**src/rtl/core/dfma_pkg.sv**
```systemverilog
// dfma_pkg: shared constants, types and helpers for the friction block assembly.
// No dependencies.
`default_nettype none
package dfma_pkg;
  localparam int unsigned NUM_PARTICLES = 1024;
  localparam int unsigned DIMS          = 3;
  localparam int unsigned BLK           = DIMS * DIMS;
  localparam int unsigned PW            = 10;
  localparam int unsigned MEM_DEPTH     = NUM_PARTICLES * BLK;
  localparam int unsigned AW            = $clog2(MEM_DEPTH);
  localparam int unsigned EW            = $clog2(BLK + 1);
  localparam int unsigned CW            = 12;

  localparam logic [0:0] OP_PAIR  = 1'b0;
  localparam logic [0:0] OP_FLUSH = 1'b1;

  localparam logic [0:0] REG_CUTOFF = 1'b0;
  localparam logic [0:0] REG_GAIN   = 1'b1;

  typedef enum logic [3:0] {
    ST_CLEAR, ST_IDLE, ST_WDIV, ST_ENT_A, ST_ENT_B, ST_ENT_C, ST_ENT_D,
    ST_RD, ST_WB, ST_OUT
  } state_e;

  // request to the shared divider
  typedef struct packed {
    logic        start;
    logic [63:0] num;
    logic [23:0] den;
  } div_req_t;

  typedef struct packed {
    logic        busy;
    logic        done;
    logic [63:0] quo;
  } div_rsp_t;

  function automatic logic signed [31:0] sat_sub(input logic signed [31:0] a,
                                                 input logic signed [31:0] b);
    logic signed [32:0] r;
    r = {a[31], a} - {b[31], b};
    if (r > 33'sh0_7FFF_FFFF) return 32'sh7FFF_FFFF;
    if (r < -33'sh0_8000_0000) return 32'sh8000_0000;
    return r[31:0];
  endfunction
endpackage
`default_nettype wire

```
**src/rtl/core/dfma_div.sv**
```systemverilog
// dfma_div: radix-2 restoring divider, 64 by 24 bit, one quotient bit a cycle.
// Depends on dfma_pkg.
`default_nettype none
module dfma_div (
  input  wire logic               clk_i,
  input  wire logic               rst_ni,
  input  wire dfma_pkg::div_req_t req_i,
  output dfma_pkg::div_rsp_t      rsp_o
);
  logic [6:0]  cnt_q, cnt_d;
  logic [63:0] quo_q, quo_d;
  logic [24:0] rem_q, rem_d;
  logic [23:0] den_q, den_d;
  logic        busy_q, busy_d, done_q, done_d;
  logic [24:0] sh;

  always_comb begin
    cnt_d = cnt_q; quo_d = quo_q; rem_d = rem_q; den_d = den_q;
    busy_d = busy_q; done_d = 1'b0;
    sh = {rem_q[23:0], quo_q[63]};
    if (req_i.start) begin
      quo_d = req_i.num; den_d = req_i.den; rem_d = '0;
      cnt_d = 7'd64; busy_d = 1'b1;
    end else if (busy_q) begin
      if (sh >= {1'b0, den_q}) begin
        rem_d = sh - {1'b0, den_q};
        quo_d = {quo_q[62:0], 1'b1};
      end else begin
        rem_d = sh;
        quo_d = {quo_q[62:0], 1'b0};
      end
      cnt_d = cnt_q - 7'd1;
      if (cnt_q == 7'd1) begin
        busy_d = 1'b0; done_d = 1'b1;
      end
    end
  end

  always_ff @(posedge clk_i or negedge rst_ni) begin
    if (!rst_ni) begin
      cnt_q <= '0; busy_q <= 1'b0; done_q <= 1'b0;
    end else begin
      cnt_q <= cnt_d; busy_q <= busy_d; done_q <= done_d;
    end
  end
  always_ff @(posedge clk_i) begin
    quo_q <= quo_d; rem_q <= rem_d; den_q <= den_d;
  end

  assign rsp_o.busy = busy_q;
  assign rsp_o.done = done_q;
  assign rsp_o.quo  = quo_q;
endmodule
`default_nettype wire

```
**config.mk**
```make
export PLATFORM = sky130hd
export DESIGN_NAME = dfma_div
export DESIGN_NICKNAME = d
export VERILOG_FILES = /design/src/rtl/core/dfma_pkg.sv /design/src/rtl/core/dfma_div.sv
export SDC_FILE = /design/constraint.sdc
export NUM_CORES = 1
export LEC_CHECK = 0
export BUFFER_PORTS_ARGS = -buffer_cell sky130_fd_sc_hd__buf_2
export CAP_MARGIN = 5
export CORE_AREA = 2 2 107 109
export DETAILED_ROUTE_END_ITERATION = 7
export DIE_AREA = 0 0 109 111
export PLACE_DENSITY = 0.89
export SETUP_SLACK_MARGIN = 0.5
export SLEW_MARGIN = 25
export SYNTH_ARGS = -nofsm -noshare
export SYNTH_HDL_FRONTEND = slang
export SYNTH_SLANG_ARGS = --single-unit
```
**constraint.sdc**
```tcl
create_clock -name clk_i -period 4.7 [get_ports clk_i]
set_clock_uncertainty 0.05 [all_clocks]
set_input_delay 0.94 -clock clk_i [delete_from_list [all_inputs] [get_ports clk_i]]
set_output_delay 0.94 -clock clk_i [all_outputs]
set_load 0.01 [all_outputs]
```
==> results of run 1 <==
-- state kept, by name, indices dropped and copies added, names as in the netlist --
signal,cells
busy_q,1
cnt_q,7
den_q,24
done_q,1
quo_q,64
rem_q,24
-- power by group --
part	internal, uW	switching (uW)	leakage [uW]
registers	1370	144	0.00122
logic	595	800	0.00184
clock network	836	492	0.000283
total	2810	1440	0.00334
-- cells by family after synthesis --
group / Yosys count
xor gates and xnor gates: 23
AOI/OAI and AO/OA: 108
DFF: 121
muxes: 66
and+or+nand+nor: 132
buffers and inverters: 63
adders and majority gates: 27
-- final cells by class --
class	count	area, um^2	area share, %
Clock buffer	18	429	5.55
Tap cell	143	179	2.31
Clock inverter	14	173	2.23
Sequential cell	121	3350	43.3
Multi-Input combinational cell	356	2660	34.4
Timing Repair Buffer	161	821	10.6
Inverter	33	124	1.60
-- per-layer routing --
metal / part of all wire [%] / track usage [%]
met1: 39 / 29.5
met2: 49 / 41.9
met3: 8.9 / 9.76
met4: 2.9 / 12.1
met5: 0 / 0
-- layout by cell type (no fill, tap or decap), drive strengths merged, types with 4 or more instances in the layout --
master / n
a211oi: 7
a21o: 9
a21oi: 26
a311oi: 12
a31oi: 4
buf: 161
clkbuf: 18
clkinv: 5
dfrtp: 9
dfxtp: 24
edfxtp: 88
ha: 26
inv: 36
mux2: 64
nand2: 54
nand3: 11
nand4: 5
nor2: 36
nor2b: 4
nor3: 4
nor4: 4
o21a: 7
o21ai: 14
o22ai: 5
xnor2: 15
xor2: 8
-- critical path, stage by stage (launching register included) --
cell and delay, ns:
edfxtp_1 0.32, inv_1 0.04, ha_1 0.45, nand4_2 0.20, or2_1 0.29, or4_1 0.54, o211ai_2 0.69, inv_1 0.51
a31oi_1 0.36, o22ai_1 0.12
-- stage by stage --
stage	instance area [um^2]	instances
2_1_floorplan	6270	540
3_3_place_gp	7130	814
3_5_place_dp	7130	814
4_1_cts	7730	846
5_1_grt	7730	846
6_report	7730	846
-- final timing paths --
kind | end | slack [ns] | cells after the start
worst max-delay path | rem_q[21] | 1.0 | 9
min in group clk_i | rem_q[6] | 0.45 | 2
worst min register to register | rem_q[6] | 0.45 | 2
worst max register to register | rem_q[21] | 1.0 | 9
max in group asynchronous | cnt_q[2] | 4.10 | 1
worst min-delay path | busy_q | 0.32 | 1
==> impl_metrics.py, run 1 <==
metrics = {
    "timing": {
        "final.setup.tns_ns": 0,
        "grt_setup_unrepaired": "no",
        "timing.fmax_mhz": 270,
        "worst_slew_pin_slew_ns": 0.949,
        "finalHoldViolCount": 0,
        "period_needed_ns": 3.70,
        "finalWorstSetupSlack_ns": 0.999,
        "hold-worst-slack_ns": 0.318,
        "maxSlewViolCount": 0,
        "setup_viol": 0,
        "fin_crit_sh_pct": 78.8,
        "maxSlewHeadroom_pct": 36.8,
    },
    "power_and_ir_drop": {
        "power_density_mw_per_mm2": 549,
        "power.total_uw": 4240,
        "vdd_drop_max_mv": 0.406,
        "p_leak_uw": 0.00334,
    },
    "routing": {
        "drt_wl_total_um": 14900,
        "drt_iter0_drc": 345,
        "firstDrtPassIters": 5,
        "ant_nets": 0,
        "via_per_inst": 5.76,
        "routedWlPerCell_um": 17.6,
        "num_vias": 4874,
        "drc": 0,
    },
    "clock_tree": {
        "holdBufCountCts": 0,
        "cts_tree": "yes",
        "cts_sinks": 121,
        "cts_max_level": 4,
        "numCtsBuffers": 17,
        "cts_setup_buffers": 0,
        "cts_resized": 0,
        "clk_pin_slew_ns": 0.06,
        "clk_path_buf_depth": 2,
        "clk_latency_ns": 0.42,
        "cts.root.buffer_cell": "clkbuf_16",
    },
    "final_layout": {
        "fin_util_pct": 69.8,
        "finalNetCount": 808,
        "fillCellCount": 775,
        "drive_gt1_share_pct": 37.6,
        "syn2layout_area_growth_pct": 23.3,
        "antenna_cells": 0,
    },
    "placed_design": {
        "dp_worst_setup_slack_ns": 1.08,
        "place.gp.congestion": 0.870,
        "portBuffers": 156,
        "dp_hpwl_um": 10400,
    },
    "logic_synthesis": {
        "synth.most_common_cell": "edfxtp_1",
        "netlist_area_mm2": 0.00627,
        "syn_inst": 540,
        "synthesis.nets": 658,
        "synth.top_cell.area_share_pct": 42.1,
        "synthMuxAreaShare_pct": 11.8,
        "syn_avg_cell_area_um2": 11.6,
        "synth-xor-area-share_pct": 3.21,
        "yosys.area.top_type": "edfxtp_1",
        "synth_fa_ha_area_share_pct": 5.51,
        "synth_warnings": 0,
        "synthArstFlopShare_pct": 7.44,
        "synth_top_family_by_area": "compound AO/OA/AOI/OAI gates",
        "synth_common_cells": "edfxtp_1, mux2_2, nand2_1",
        "synth-compound-area-share_pct": 12.0,
        "ys_ff_latch": 121,
        "synth_edf_count": 88,
        "synth_cell_types": 57,
        "ys_seq_area_share_pct": 53.4,
        "ys.flop_type": "edfxtp_1",
        "synthSimpleGateAreaFrac_pct": 9.82,
        "synthTopCellsByArea": "edfxtp_1, mux2_2, dfxtp_1, ha_1, dfrtp_1",
    },
    "die": {
        "core_mm2": 0.0111,
        "die_area_mm2": 0.0121,
        "start_util_pct": 56.6,
        "row_count": 39,
        "die_y_um": 111,
        "die_w_um": 109,
        "ios": 157,
    },
    "outcome": {
        "status": "finished, final reports clean",
    },
    "critical_path": {
        "cp-start-kind": "flip-flop",
        "crit_required_ns": 4.94,
        "worstPathArrival_ns": 3.94,
        "crit_start": "den_q[20]",
        "rr_startpoint": "den_q[20]",
        "cp_max_fo": 18,
        "path_class": "flip-flop to flip-flop",
        "endpoint_kind": "flip-flop",
    },
    "grt": {
        "grt_max_degree": 71,
        "grt_pass1_vias": 4950,
        "grt_usage_pct": 25.7,
        "grt_pass1_wl_um": 23800,
        "overflow": 0,
        "antenna_found_initial": 0,
    },
    "job": {
        "cap_violations": 0,
    },
    "min_path": {
        "hold_class": "primary input to asynchronous set/reset pin",
    },
}
(Power assumes the default switching activity.)
==> run 2: changes to the inputs <==
--- a/config.mk
+++ b/config.mk
@@ -7,10 +7,10 @@
 export LEC_CHECK = 0
 export BUFFER_PORTS_ARGS = -buffer_cell sky130_fd_sc_hd__buf_2
 export CAP_MARGIN = 5
-export CORE_AREA = 2 2 107 109
+export CORE_AREA = 2 2 117 119
 export DETAILED_ROUTE_END_ITERATION = 7
-export DIE_AREA = 0 0 109 111
-export PLACE_DENSITY = 0.89
+export DIE_AREA = 0 0 119 121
+export PLACE_DENSITY = 0.8
 export SETUP_SLACK_MARGIN = 0.5
 export SLEW_MARGIN = 25
 export SYNTH_ARGS = -nofsm -noshare
==> constraint.sdc (replaced) <==
create_clock -name clk_i -period 3.33 [get_ports clk_i]
set_clock_uncertainty 0.05 [all_clocks]
set_input_delay 0.666 -clock clk_i [delete_from_list [all_inputs] [get_ports clk_i]]
set_output_delay 0.666 -clock clk_i [all_outputs]
set_load 0.01 [all_outputs]
==> run 2 against run 1 <==
Non-clock buffer count grew 13; design area grew 3.5%; worst hold slack lost 0.29 ns; utilization shrank 8.7 points; via count grew 1.2%; cell count grew 5.3%; sequential cell count is the same; largest cell class unchanged; largest power group is now combinational cells.
==> impl_metrics.py, run 2 (synthesis gave the netlist of run 1 again) <==
metrics = {
    "die": {
        "core_mm2": 0.0131,
        "die_y_um": 121,
        "start_util_pct": 47.9,
        "ios": 157,
        "row_count": 42,
        "die_w_um": 119,
        "die_area_mm2": 0.0144,
    },
    "min_path": {
        "hold_class": "primary input to asynchronous set/reset pin",
    },
    "final_layout": {
        "finalNetCount": 821,
        "postLayoutCellArea_mm2": 0.00800,
        "syn2layout_area_growth_pct": 27.5,
        "final_common_cell": "buf_2",
        "drive_gt1_share_pct": 41.1,
        "regMostFlops": "quo_q",
        "antenna_cells": 0,
        "largest_reg_flops": 64,
        "top_regs": "quo_q x64, den_q x24, rem_q x24",
        "multiInputGateArea_mm2": 0.00281,
        "layout_common_cells": "buf_2, edfxtp_1, mux2_2",
        "fillCellCount": 1022,
        "regArea_mm2": 0.00335,
    },
    "routing": {
        "drt_iter0_drc": 321,
        "firstDrtPassIters": 5,
        "via_per_inst": 5.54,
        "ant_nets": 0,
        "drc": 0,
        "num_vias": 4932,
        "routedWlPerCell_um": 17.2,
        "drt_wl_total_um": 15300,
    },
    "timing": {
        "timing.fmax_mhz": 361,
        "grt_setup_unrepaired": "yes",
        "setup_viol": 0,
        "maxSlewHeadroom_pct": 46.1,
        "maxSlewViolCount": 0,
        "fin_crit_sh_pct": 83.3,
        "finalHoldViolCount": 0,
        "final.setup.tns_ns": 0,
        "period_needed_ns": 2.77,
        "worst_slew_pin_slew_ns": 0.809,
    },
    "clock_tree": {
        "cts_sinks": 121,
        "clk_path_buf_depth": 2,
        "cts.root.buffer_cell": "clkbuf_16",
        "cts_tree": "yes",
        "numCtsBuffers": 17,
        "clk_latency_ns": 0.43,
        "cts_max_level": 4,
        "holdBufCountCts": 0,
        "clk_pin_slew_ns": 0.06,
    },
    "power_and_ir_drop": {
        "power_density_mw_per_mm2": 772,
        "switching_power_uw": 2140,
        "p_int_uw": 4030,
        "switching_share_pct": 34.7,
        "p_leak_uw": 0.00339,
        "power_frac_comb_pct": 37.8,
        "power_frac_clock_pct": 27.3,
        "p_seq_share_pct": 34.9,
        "vdd_drop_max_mv": 0.385,
    },
    "grt": {
        "antenna_found_initial": 0,
        "grt_usage_pct": 21.7,
        "grt_pass1_wl_um": 24500,
        "overflow": 0,
        "grt_max_degree": 117,
        "grt_pass1_vias": 4936,
    },
    "critical_path": {
        "crit_path_max_incr_delay_ns": 0.55,
        "cp_cell_sequence": "inv_1 -> ha_4 -> nand4_4 -> or2_4 -> or4_4 -> o211ai_4 -> buf_4 -> clkinvlp_4 -> buf_4 -> a31oi_1 -> o22ai_1",
        "cp_max_fo": 7,
        "cp_num_cells": 11,
        "cp_slowest_cell": "or4_4",
        "worstPathArrival_ns": 3.01,
        "crit_family": "simple AND/OR/NAND/NOR gates",
        "crit_required_ns": 3.56,
        "cp-start-kind": "flip-flop",
        "reg2regPathDepth": 11,
        "path_class": "flip-flop to flip-flop",
        "endpoint_kind": "flip-flop",
        "path_buf_inv": 4,
        "path_common_cell": "buf_4",
    },
    "job": {
        "cap_violations": 0,
    },
    "outcome": {
        "status": "finished, final reports clean",
    },
    "placed_design": {
        "placed_area_mm2": 0.00719,
        "portBuffers": 156,
        "dp_hpwl_um": 10400,
        "place.gp.congestion": 0.972,
    },
}
run 2: cell types whose count changed in the layout (fill, tap and decap cells not counted), moves of 2 or more:
cell and change:
buf_4 +9, ha_1 -8, ha_4 +6, clkinv_2 +4
a211oi_1 -2, a211oi_2 +2, buf_12 +2, buf_6 +2
bufinv_16 -2, ha_2 +2, inv_6 -2
run 2: layout make-up:
cell class / instances / area share (%)
Sequential cell: 121 / 41.9
Clock buffer: 19 / 5.41
Inverter: 33 / 1.60
Tap cell: 176 / 2.75
Clock inverter: 12 / 1.30
Timing Repair Buffer: 174 / 11.9
Multi-Input combinational cell: 356 / 35.2
run 2: power by group through the flow:
stage	Sequential, uW	Combinational, uW	Clock (uW)
3_5_place_dp	2160	1960	0
6_report	2150	2340	1680
4_1_cts	2140	2160	1720
3_3_place_gp	2140	1890	0
2_1_floorplan	2170	1430	0
5_1_grt	2190	2560	1770
run 2: routing by layer:
layer,share of wire [%],wire length (um),GRT usage (%),vias up
met5,0,0,0,-
met4,2.2,342,8.63,0
met3,9.9,1520,7.89,38
met2,48,7410,36.3,224
met1,40,6070,25.5,2344
li1,-,-,-,2326
run 2: final timing paths:
path                            startpoint   endpoint  slack (ns)
worst min register to register    rem_q[5]   rem_q[6]        0.44
max in group asynchronous           rst_ni   cnt_q[2]        3.02
min in group clk_i                req_i[1]   den_q[1]        0.36
worst max-delay path             den_q[18]  rem_q[18]        0.56
worst max register to register   den_q[18]  rem_q[18]        0.56
worst min-delay path                rst_ni   cnt_q[1]        0.03
run 2: timing repair:
action / 4_1_cts / 5_1_grt
gates cloned: 0 / 0
gates resized for setup: 15 / 18
setup buffers: 8 / 4
setup endpoints to repair: 22 / 23
pin swaps: 3 / 6
run 2: metrics by stage:
step | std cells | setup slack [ns] | utilization [%] | hold WS (ns) | total power, uW
floorplan | 540 | 0.562 | - | 0.320 | 3600
global placement | 848 | 0.399 | 54.9 | 0.433 | 4030
detailed placement | 848 | 0.230 | 54.9 | 0.443 | 4120
CTS | 887 | 0.511 | 60.1 | 0.0207 | 6010
global route | 891 | 0.446 | 61.1 | 0.0444 | 6520
finish | 891 | 0.557 | 61.1 | 0.0277 | 6170
run 2: worst register-to-register path, delay by kind of cell, from the launching register on:
family                     cells  cell delay, ns
and+or+nand+nor                3            0.97
AOI/OAI and AO/OA              3            0.51
buffers and inverters          4            0.45
DFF                            1            0.32
adders and majority gates      1            0.32
==> run 3: changes to the inputs <==
--- a/config.mk
+++ b/config.mk
@@ -5,12 +5,13 @@
 export SDC_FILE = /design/constraint.sdc
 export NUM_CORES = 1
 export LEC_CHECK = 0
+export ABC_AREA = 1
 export BUFFER_PORTS_ARGS = -buffer_cell sky130_fd_sc_hd__buf_2
 export CAP_MARGIN = 5
-export CORE_AREA = 2 2 117 119
+export CORE_AREA = 2 2 115 117
 export DETAILED_ROUTE_END_ITERATION = 7
-export DIE_AREA = 0 0 119 121
-export PLACE_DENSITY = 0.8
+export DIE_AREA = 0 0 117 119
+export PLACE_DENSITY = 0.84
 export SETUP_SLACK_MARGIN = 0.5
 export SLEW_MARGIN = 25
 export SYNTH_ARGS = -nofsm -noshare
==> constraint.sdc (replaced) <==
create_clock -name clk_i -period 2.9 [get_ports clk_i]
set_clock_uncertainty 0.05 [all_clocks]
set_input_delay 0.58 -clock clk_i [delete_from_list [all_inputs] [get_ports clk_i]]
set_output_delay 0.58 -clock clk_i [all_outputs]
set_load 0.01 [all_outputs]
==> run 3 against run 2 <==
Worst hold slack better by 0.26 ns; sequential power up 8%; highest routed layer unchanged; global-route usage grew 5.5 points; largest cell class unchanged; utilization is 5.1 points higher; critical endpoint is now rem_q[17]; count of clock-buffer cells in the layout fell by 2; largest power group is now sequential cells; die area shrank 3.3%; setup slack better by 0.11 ns.
==> impl_metrics.py, run 3 <==
metrics = {
    "outcome": {
        "status": "finished, final reports clean",
    },
    "placed_design": {
        "portBuffers": 156,
        "dp_worst_setup_slack_ns": 0.448,
        "placed_area_mm2": 0.00786,
        "dp_hpwl_um": 12900,
        "place.gp.congestion": 0.982,
    },
    "final_layout": {
        "finalNetCount": 1185,
        "postLayoutCellArea_mm2": 0.00853,
        "drive_gt1_share_pct": 20.1,
        "top_regs": "quo_q x64, den_q x24, rem_q x24",
        "layout_common_cells": "nand2_1, buf_2, inv_1",
        "syn2layout_area_growth_pct": 24.0,
        "largest_reg_flops": 64,
        "final_common_cell": "nand2_1",
        "antenna_cells": 0,
        "regMostFlops": "quo_q",
    },
    "die": {
        "start_util_pct": 53.4,
        "core_mm2": 0.0129,
        "ios": 157,
        "row_count": 42,
        "die_area_mm2": 0.0139,
        "die_y_um": 119,
        "die_w_um": 117,
    },
    "critical_path": {
        "reg2regPathDepth": 13,
        "reg2reg_to": "rem_q[17]",
        "cp_max_fo": 12,
        "path_class": "flip-flop to flip-flop",
        "endpoint_kind": "flip-flop",
        "worstPathArrival_ns": 2.55,
        "rr_startpoint": "den_q[10]",
        "cp-start-kind": "flip-flop",
        "crit_required_ns": 3.22,
        "r2r_setup_slack_ns": 0.67,
    },
    "routing": {
        "wl_met1_um": 7180,
        "met2_length_um": 8520,
        "drt_wl_total_um": 17600,
        "firstDrtPassIters": 5,
        "drt_iter0_drc": 350,
        "num_vias": 6291,
        "topRoutingLayerUsed": "met4",
        "via_per_inst": 5.01,
        "drc": 0,
        "routedWlPerCell_um": 14.0,
        "wl_met3_um": 1570,
        "ant_nets": 0,
    },
    "power_and_ir_drop": {
        "switching_share_pct": 35.8,
        "vdd_drop_max_mv": 0.450,
        "p_seq_share_pct": 34.0,
        "power_density_mw_per_mm2": 799,
        "power.total_uw": 6810,
        "p_int_uw": 4380,
        "switching_power_uw": 2440,
        "power_frac_clock_pct": 32.3,
        "power_frac_comb_pct": 33.7,
        "p_leak_uw": 0.00458,
    },
    "clock_tree": {
        "cts.root.buffer_cell": "clkbuf_16",
        "cts_tree": "yes",
        "cts_sinks": 121,
        "numCtsBuffers": 17,
        "clk_pin_slew_ns": 0.06,
        "clk_latency_ns": 0.42,
        "cts_max_level": 4,
        "clk_path_buf_depth": 2,
    },
    "grt": {
        "antenna_found_initial": 0,
        "grt_max_degree": 57,
        "grt_pass1_wl_um": 29200,
        "grt_usage_pct": 27.2,
        "grt_pass1_vias": 6143,
        "overflow": 0,
    },
    "logic_synthesis": {
        "ys_ff_latch": 121,
        "synth_common_cells": "nand2_1, inv_1, edfxtp_1",
        "synth.most_common_cell": "nand2_1",
        "synthArstFlopShare_pct": 7.44,
        "synthTopCellsByArea": "edfxtp_1, nand2_1, inv_1, dfxtp_1, ha_1",
        "ys.flop_type": "edfxtp_1",
        "syn_avg_cell_area_um2": 7.61,
        "yosys.area.top_type": "edfxtp_1",
        "synth.top_cell.area_share_pct": 38.4,
        "syn_inst": 903,
        "ys_seq_area_share_pct": 48.7,
        "synth_warnings": 0,
        "netlist_area_mm2": 0.00688,
        "synthesis.nets": 1021,
        "synth_cell_types": 33,
        "synth_edf_count": 88,
    },
    "timing": {
        "finalHoldViolCount": 0,
        "fin_crit_sh_pct": 76.9,
        "finalWorstSetupSlack_ns": 0.669,
        "maxSlewViolCount": 0,
        "period_needed_ns": 2.23,
        "final.setup.tns_ns": 0,
        "timing.fmax_mhz": 448,
        "setup_viol": 0,
        "grt_setup_unrepaired": "no",
        "maxSlewHeadroom_pct": 57.1,
        "worst_slew_pin_slew_ns": 0.643,
    },
    "min_path": {
        "worstHoldPathCells": 1,
        "hp-start": "req_i[21]",
        "hold_class": "primary input to flip-flop",
        "whs_endpoint": "den_q[21]",
    },
    "job": {
        "cap_violations": 0,
    },
}
## run 3: logic make-up (layout without fill, tap and decap cells)
family	Yosys count	after routing	share of synthesized area, %
buffers and inverters	174	350	9.94
and+or+nand+nor	533	534	32.0
adders and majority gates	27	27	5.02
DFF	121	121	48.7
xor gates and xnor gates	11	11	1.40
AOI/OAI and AO/OA	37	37	2.95
## run 3: per-stage QoR
stage	instances	hold WS, ns	utilization (%)
after floorplan	903	0.234	-
after global placement	1219	0.393	61.0
after detailed placement	1219	0.398	61.0
after CTS	1255	0.265	66.1
after global routing	1256	0.262	66.2
final	1256	0.283	66.2
## run 3: cell type report
| class | count | area (um^2) |
|---|---|---|
| fill | 1109 | 4350 |
| sequential | 121 | 3350 |
| multi-input combinational | 609 | 2860 |
| timing repair buffer | 172 | 938 |
| inverter | 146 | 548 |
| clock buffer | 17 | 425 |
| tap | 176 | 220 |
| clock inverter | 15 | 189 |
## run 3: repair_timing
| action | 4_1_cts | 5_1_grt |
|---|---|---|
| endpoints found under the hold margin | 9 | 0 |
| pin swaps | 2 | 3 |
| resized for setup | 0 | 3 |
| cloned | 0 | 1 |
| hold buffers | 1 | 0 |
| buffers inserted | 3 | 0 |
| setup endpoints to repair | 4 | 25 |
## run 3: worst max-delay path by stage
stage	from	endpoint	slack, ns	cells after the start
2_1_floorplan	req_i[88]	quo_q[0]	0.73	3
3_3_place_gp	den_q[12]	quo_q[0]	0.56	12
3_5_place_dp	den_q[10]	quo_q[0]	0.45	12
4_1_cts	den_q[7]	quo_q[0]	0.68	12
5_1_grt	den_q[10]	rem_q[0]	0.52	14
6_report	den_q[10]	rem_q[17]	0.67	13
## run 3: power groups by stage
stage	clock [uW]	combinational [uW]	sequential (uW)
after global routing	2330	2610	2350
after floorplan	0	1610	2360
final	2200	2290	2320
after CTS	2230	2250	2320
after global placement	0	2150	2340
after detailed placement	0	2200	2340
## run 3: critical path: stages, from the launching register on
cell	delay, ns
edfxtp_1	0.38
inv_1	0.07
ha_1	0.28
nand2_1	0.08
nand2_1	0.06
nand2_1	0.06
nand2_1	0.07
nand2_1	0.07
nand2_1	0.10
a21oi_4	0.25
nand3_2	0.36
nand3_1	0.21
nand3_1	0.09
nand2_1	0.07
## run 3: metal layers
metal	vias up	track usage, %
li1	3187	-
met5	-	0
met3	29	9.67
met1	2829	33.7
met4	0	8.46
met2	246	44.4
